## src/rtl/core/tps_pkg.sv

```systemverilog
// ----------------------------------------------------------------------------
// tps_pkg
// Shared constants and register indexes of the triangle plane slicer.
// ----------------------------------------------------------------------------
package tps_pkg;

    localparam int COORD_FRAC_BITS = 16;
    localparam int RATIO_BITS      = 30;
    localparam int DIV_STAGES      = RATIO_BITS + 1;
    localparam int MUL_STAGES      = 3;
    localparam int CFG_IDX_W       = 3;

    localparam logic [CFG_IDX_W-1:0] CFG_NORMAL_X       = 3'd0;
    localparam logic [CFG_IDX_W-1:0] CFG_NORMAL_Y       = 3'd1;
    localparam logic [CFG_IDX_W-1:0] CFG_NORMAL_Z       = 3'd2;
    localparam logic [CFG_IDX_W-1:0] CFG_PLANE_DISTANCE = 3'd3;
    localparam logic [CFG_IDX_W-1:0] CFG_TOLERANCE      = 3'd4;

    typedef logic [2:0][31:0]      t_vec;
    typedef logic [2:0][2:0][31:0] t_tri;

endpackage

```

## src/rtl/core/tps_div.sv

```systemverilog
// ----------------------------------------------------------------------------
// tps_div
// Pipelined restoring divider, one quotient bit per stage, for the crossing
// ratio floor(num * 2^30 / den) with num not above den.
// ----------------------------------------------------------------------------
module tps_div (
    input  logic                            i_clk,
    input  logic                            i_rst_n,
    input  logic                            i_en,
    input  logic                            i_valid,
    input  logic [31:0]                     i_num,
    input  logic [31:0]                     i_den,
    output logic                            o_valid,
    output logic [tps_pkg::DIV_STAGES-1:0]  o_quot
);

    localparam int N = tps_pkg::DIV_STAGES;

    logic         r_valid [N];
    logic [31:0]  r_rem   [N];
    logic [31:0]  r_den   [N];
    logic [N-1:0] r_quot  [N];

    for (genvar k = 0; k < N; k++) begin : g_stage
        logic         w_vin;
        logic [31:0]  w_rem, w_den;
        logic [N-1:0] w_q;
        logic         w_bit;
        logic [32:0]  w_t;
        logic         w_ge;

        if (k == 0) begin : g_first
            assign w_vin = i_valid;
            assign w_rem = {1'b0, i_num[31:1]};
            assign w_bit = i_num[0];
            assign w_den = i_den;
            assign w_q   = '0;
        end else begin : g_next
            assign w_vin = r_valid[k-1];
            assign w_rem = r_rem[k-1];
            assign w_bit = 1'b0;
            assign w_den = r_den[k-1];
            assign w_q   = r_quot[k-1];
        end

        assign w_t  = {w_rem, w_bit};
        assign w_ge = w_t >= {1'b0, w_den};

        always_ff @(posedge i_clk) begin
            if (!i_rst_n) begin
                r_valid[k] <= 1'b0;
            end else if (i_en) begin
                r_valid[k] <= w_vin;
            end
        end

        always_ff @(posedge i_clk) begin
            if (i_en) begin
                r_rem[k]  <= w_ge ? 32'(w_t - {1'b0, w_den}) : w_t[31:0];
                r_den[k]  <= w_den;
                r_quot[k] <= {w_q[N-2:0], w_ge};
            end
        end
    end

    assign o_valid = r_valid[N-1];
    assign o_quot  = r_quot[N-1];

endmodule
```

## config.mk

```make
export PLATFORM = sky130hd
export DESIGN_NAME = tps_div
export DESIGN_NICKNAME = d
export VERILOG_FILES = /design/src/rtl/core/tps_pkg.sv /design/src/rtl/core/tps_div.sv
export SDC_FILE = /design/constraint.sdc
export NUM_CORES = 2
export LEC_CHECK = 0
export BUFFER_PORTS_ARGS = -buffer_cell sky130_fd_sc_hd__buf_4
export CAP_MARGIN = 30
export CORE_ASPECT_RATIO = 0.6
export CORE_MARGIN = 2
export CORE_UTILIZATION = 30
export DETAILED_ROUTE_END_ITERATION = 10
export GPL_TIMING_DRIVEN = 0
export REMOVE_ABC_BUFFERS = 1
export SETUP_SLACK_MARGIN = 0.1
export SKIP_CTS_REPAIR_TIMING = 1
export SLEW_MARGIN = 10
export SYNTH_ARGS = -nofsm -noshare
export SYNTH_HDL_FRONTEND = slang
export SYNTH_SLANG_ARGS = --single-unit
export TNS_END_PERCENT = 30
```

## constraint.sdc

```tcl
create_clock -name i_clk -period 6.6 [get_ports i_clk]
set_input_delay 0 -clock i_clk [delete_from_list [all_inputs] [get_ports i_clk]]
set_output_delay 0 -clock i_clk [all_outputs]
set_load 0.02 [all_outputs]
```

Yosys cells after proc, flatten, opt, wreduce, memory -nomap -nowiden
Memories as Yosys holds them, arrays and structs flattened.
Index checks and enable logic that the tools add are counted.
{"block": "word_totals", "register_bits": 0, "latchBits": 0, "mem_bits_rw": 2976, "rom_bits": 0, "inputBits": 68, "out_inout_bits": 32, "elab_cells": 164, "n_memories": 4}
{"memory": "r_den", "words": 31, "word_bits": 32, "rd": 30, "rd_ports_with_merged_regs": 0, "wr": 31, "line": "tps_div.sv:21", "text": "logic [31:0] r_den [N];"}
{"memory": "r_rem", "words": 31, "word_bits": 32, "rd": 30, "rd_ports_with_merged_regs": 0, "wr": 31, "line": "tps_div.sv:20", "text": "logic [31:0] r_rem [N];"}
{"memory": "r_quot", "words": 31, "word_bits": 31, "rd": 31, "rd_ports_with_merged_regs": 0, "wr": 31, "line": "tps_div.sv:22", "text": "logic [N-1:0] r_quot [N];"}
{"memory": "r_valid", "words": 31, "word_bits": 1, "rd": 31, "rd_ports_with_merged_regs": 0, "wr": 31, "line": "tps_div.sv:19", "text": "logic r_valid [N];"}
{"block": "classes", "add_sub_neg": 31, "n_mul": 0, "div": 0, "order_cmp": 31, "n_eq_ne": 0, "shift": 0, "n_mux": 67, "n_bitwise": 31, "n_reduce_logical": 0}
{"operator": "32-bit two-way mux", "n": 31}
{"operator": "32-bit subtractor", "n": 31}
{"operator": "33-bit by 32-bit greater-or-equal comparator with 1-bit output", "n": 30}
{"operator": "1-bit two-way mux", "n": 36}
{"operator": "32-bit greater-or-equal comparator", "n": 1}
{"operator": "1-bit OR", "n": 31}

Depth between registers and ports, before layout
{"block": "logic_depth", "depth_word": 4, "depth_mapped": 16, "ltp_nobuf": 14}

Worst setup path after synthesis
Ideal clock, no wire load.
{"block": "synth_timing", "path_type": "register -> register", "start": "memory r_den[12][1] (netlist: r_den[0][385])", "end": "memory r_rem[13][27] (netlist: r_rem[0][443]), data pin", "setup_time_ns": 0.260, "arrival_time_ns": 3.115, "required_time_ns": 6.340, "slack_ns": 3.225, "stages_incl_launch_ff": 15, "path_buffers": 1, "synth_period_minus_slack_ns": 3.375, "path_cell_list": "edfxtp_1 -> inv_1 -> ha_1 -> nor2b_1 -> o21ai_1 -> a21boi_1 -> o31ai_2 -> a32oi_1 -> a221o_1 -> a311oi_2 -> o211a_1 -> o21ai_2 -> a21oi_4 -> buf_6 -> mux2_2"}
{"item": "start: declaration", "line": "tps_div.sv:21"}
{"item": "end: declaration", "line": "tps_div.sv:20"}

==> metrics.md <==
| Metric | Value |
|---|---|
| Reg2reg end | r_rem[1][223] |
| Slew HR | 23.73% |
| Place WS | 1.018 ns |
| End point of the critical path | r_rem[1][223] |
| Gr ovfl total | 0 |
| Synth unique cells | 102 |
| Pleak | 62.18 nW |
| Final core utilization | 34.03% |
| Post-synth EDFFs | 2,446 |
| Synthesis-stage register bit count | 2,447 |
| Peak VDD IR | 0.0002809 V |
| Fin. Hold Viols | 0 |
| Fin nets | 13,349 |
| Synthesized area per cell | 11.41 sq um |
| Post-Syn Area | 136,800 sq um |
| Critical path endpoint category | flip-flop |
| Non-Filler Instances | 18,565 |
| Type of the most critical hold path | in2reg |
| Placed Cells | 17,971 |
| CTS root buf | clkbuf_16 |
| Synth Area in Simple Gates | 8.743% |
| IO Port Bufs | 99 |
| Least-Margin Pin Slew | 1.144 ns |
| Initial antenna violation count | 10 |
| Critical path fanouts, max | 22 |
| Starting Density | 30.06% |
| DP Wirelength | 243,900 um |
| Layout overhead on the synthesized area | 13.21% |
| Overall routed net length | 330,000 um |
| Wire length on met1 | 179,400 um |
| Area share of the largest cell type after synthesis | 53.70% |
| Post-Synth XOR/XNOR Area | 5.315% |
| Main combinational cell family by area after synthesis | compound AO/OA/AOI/OAI gates |
| Most common flop cell mapped by yosys | edfxtp_1 |
| Global-route wire length before repair | 507,700 um |
| MaxCap Viol Count | 0 |
| Max-slew violations | 0 |
| Met2 wire len | 114,800 um |
| DRT iter0 DRCs | 9,321 |
| Core Box Area | 455,000 sq um |
| Highest metal used | met4 |
| Post-route clock period utilization | 82.12% |
| Die X-Extent | 875.7 um |
| WL/cell | 17.78 um |
| Number of global-route vias before repair | 84,080 |
| Post-route minimum period | 5.420 ns |
| Post-synthesis mux area share | 3.787% |
| Routed vias | 91,494 |
| FF-to-FF Start | r_rem[1][165] |
| Cells after synthesis | 11,987 |
| Worst Reg-to-Reg Cells | 13 |
| Pwr Total | 76.19 mW |
| Post-DRT Antenna Nets | 0 |
| Minimum hold slack | 0.06030 ns |
| Global placer's final weighted congestion | 0.8944 |
| Compound-gate portion of the synthesized area | 14.52% |
| WS Path Type | reg2reg |
| Setup Skew | 0.09589 ns |
| Setup ws final | 1.180 ns |
| Max Fclk | 184.5 MHz |
| Post-synth ARST share | 0% |
| Clock latency on the worst-skew pair | 0.98 ns |
| YS warnings | 0 |
| Crit path from | r_rem[1][165] |
| Critical Path AT | 6.14 ns |
| Power per cell area | 492.0 nW/um^2 |
| GRT Overall Usage | 13.76% |
| Most common cell in the synthesized netlist | edfxtp_1 |
| Adder-Cell Fraction of Synth Area | 9.504% |
| Clk sinks | 2,447 |
| Rows | 192 |
| Number of buffers created by CTS | 243 |
| Via density | 4.928 |
| Yosys top cell by area | edfxtp_1 |
| Outcome | finished clean |
| Die Ht | 527.0 um |
| Post-route cell area | 154,800 sq um |
| Die area | 461,500 sq um |
| Synth top area cells | edfxtp_1 54%, ha_1 9.1%, a21oi_1 3.5% |
| First-pass iteration count of the detailed router | 7 |
| Post-synthesis sequential area ratio | 53.72% |
| Clock slew at reported path FFs | 0.07 ns |
| H-tree levels | 4 |
| Routed met3 length | 30,390 um |
| DRC violations left | 0 |
| Worst EP required | 7.32 ns |
| Layout cells sized above 1 | 8.392% |
| Setup violators final | 0 |
| Placed Area | 145,300 sq um |
| Commonest cells post-synth | 2,446 x edfxtp_1, 1,263 x inv_1, 991 x ha_1, 962 x a21oi_1, 778 x nand2_1 |
| TNS Setup | 0 ns |
| Io pins | 100 |
| FF-to-FF setup slack | 1.18 ns |
| Startpoint Class | flip-flop |
| RSZ-0062 raised after global routing | no |
| TritonCTS clock tree | done |
| Largest net degree at the start of global routing | 178 |
| CTS Buffer Depth | 4 |
[state kept, by name, summed over array words and instances (netlist names)]
signal,count
r_den,960
r_quot,496
r_rem,960
r_valid,31
[worst min-delay path by stage]
stage | start | to | cells after the start
6_report | i_en | r_quot[1][459] | 2
2_1_floorplan | i_den[0] | r_den[0][0] | 0
4_1_cts | i_den[0] | r_den[0][0] | 1
3_3_place_gp | i_den[31] | r_den[0][31] | 1
3_5_place_dp | i_den[31] | r_den[0][31] | 1
5_1_grt | i_en | r_quot[1][361] | 2
[kinds of logic after synthesis]
group,after synthesis
and+or+nand+nor,2506
AOI/OAI and AO/OA,3175
buffers and inverters,1554
DFF,2447
xor gates and xnor gates,830
muxes,454
adders and majority gates,1021
[layout by cell type, fill, tap and decap left out, types with 393 or more instances in the layout]
master	count
a21oi_1	960
ha_1	991
inv_1	1263
nor2_1	616
a21o_1	550
o21ai_0	767
nand2_1	778
mux2_2	393
edfxtp_1	2446
xnor2_1	495
[metal layers]
layer  global-route usage (%)  up-vias
met1                    23.48    43848
met2                    16.63     2821
met4                    2.359        0
met5                        0        -
met3                    3.587      369
li1                         -    44456
[area by class of cell]
cell class | count | area, sq um
inverters | 1264 | 4745
well taps | 6111 | 7646
flip-flops and latches | 2447 | 73470
multi-input cells | 7986 | 57490
clock buffers | 277 | 6251
fillers | 45133 | 300200
repair buffers | 318 | 3526
diodes | 1 | 2.502
clock inverters | 161 | 1718
[report_power, final]
part,internal (mW),switching (mW),total [mW]
clock,8.06,6.31,14.4
sequential,23.1,2.58,25.7
combinational,15.7,20.4,36.1
[worst max-delay path: stages, from the launching register on]
cell	delay, ns
edfxtp_1	0.47
ha_1	0.42
nand3_1	0.15
nor2_1	0.20
a21boi_0	0.61
nor4_1	0.17
o21ai_1	0.40
o211ai_1	0.34
o211ai_1	0.62
a311oi_4	0.35
buf_6	0.28
buf_6	0.18
inv_1	0.50
mux2_2	0.43
Note: power is estimated with default switching activity, not from simulation.
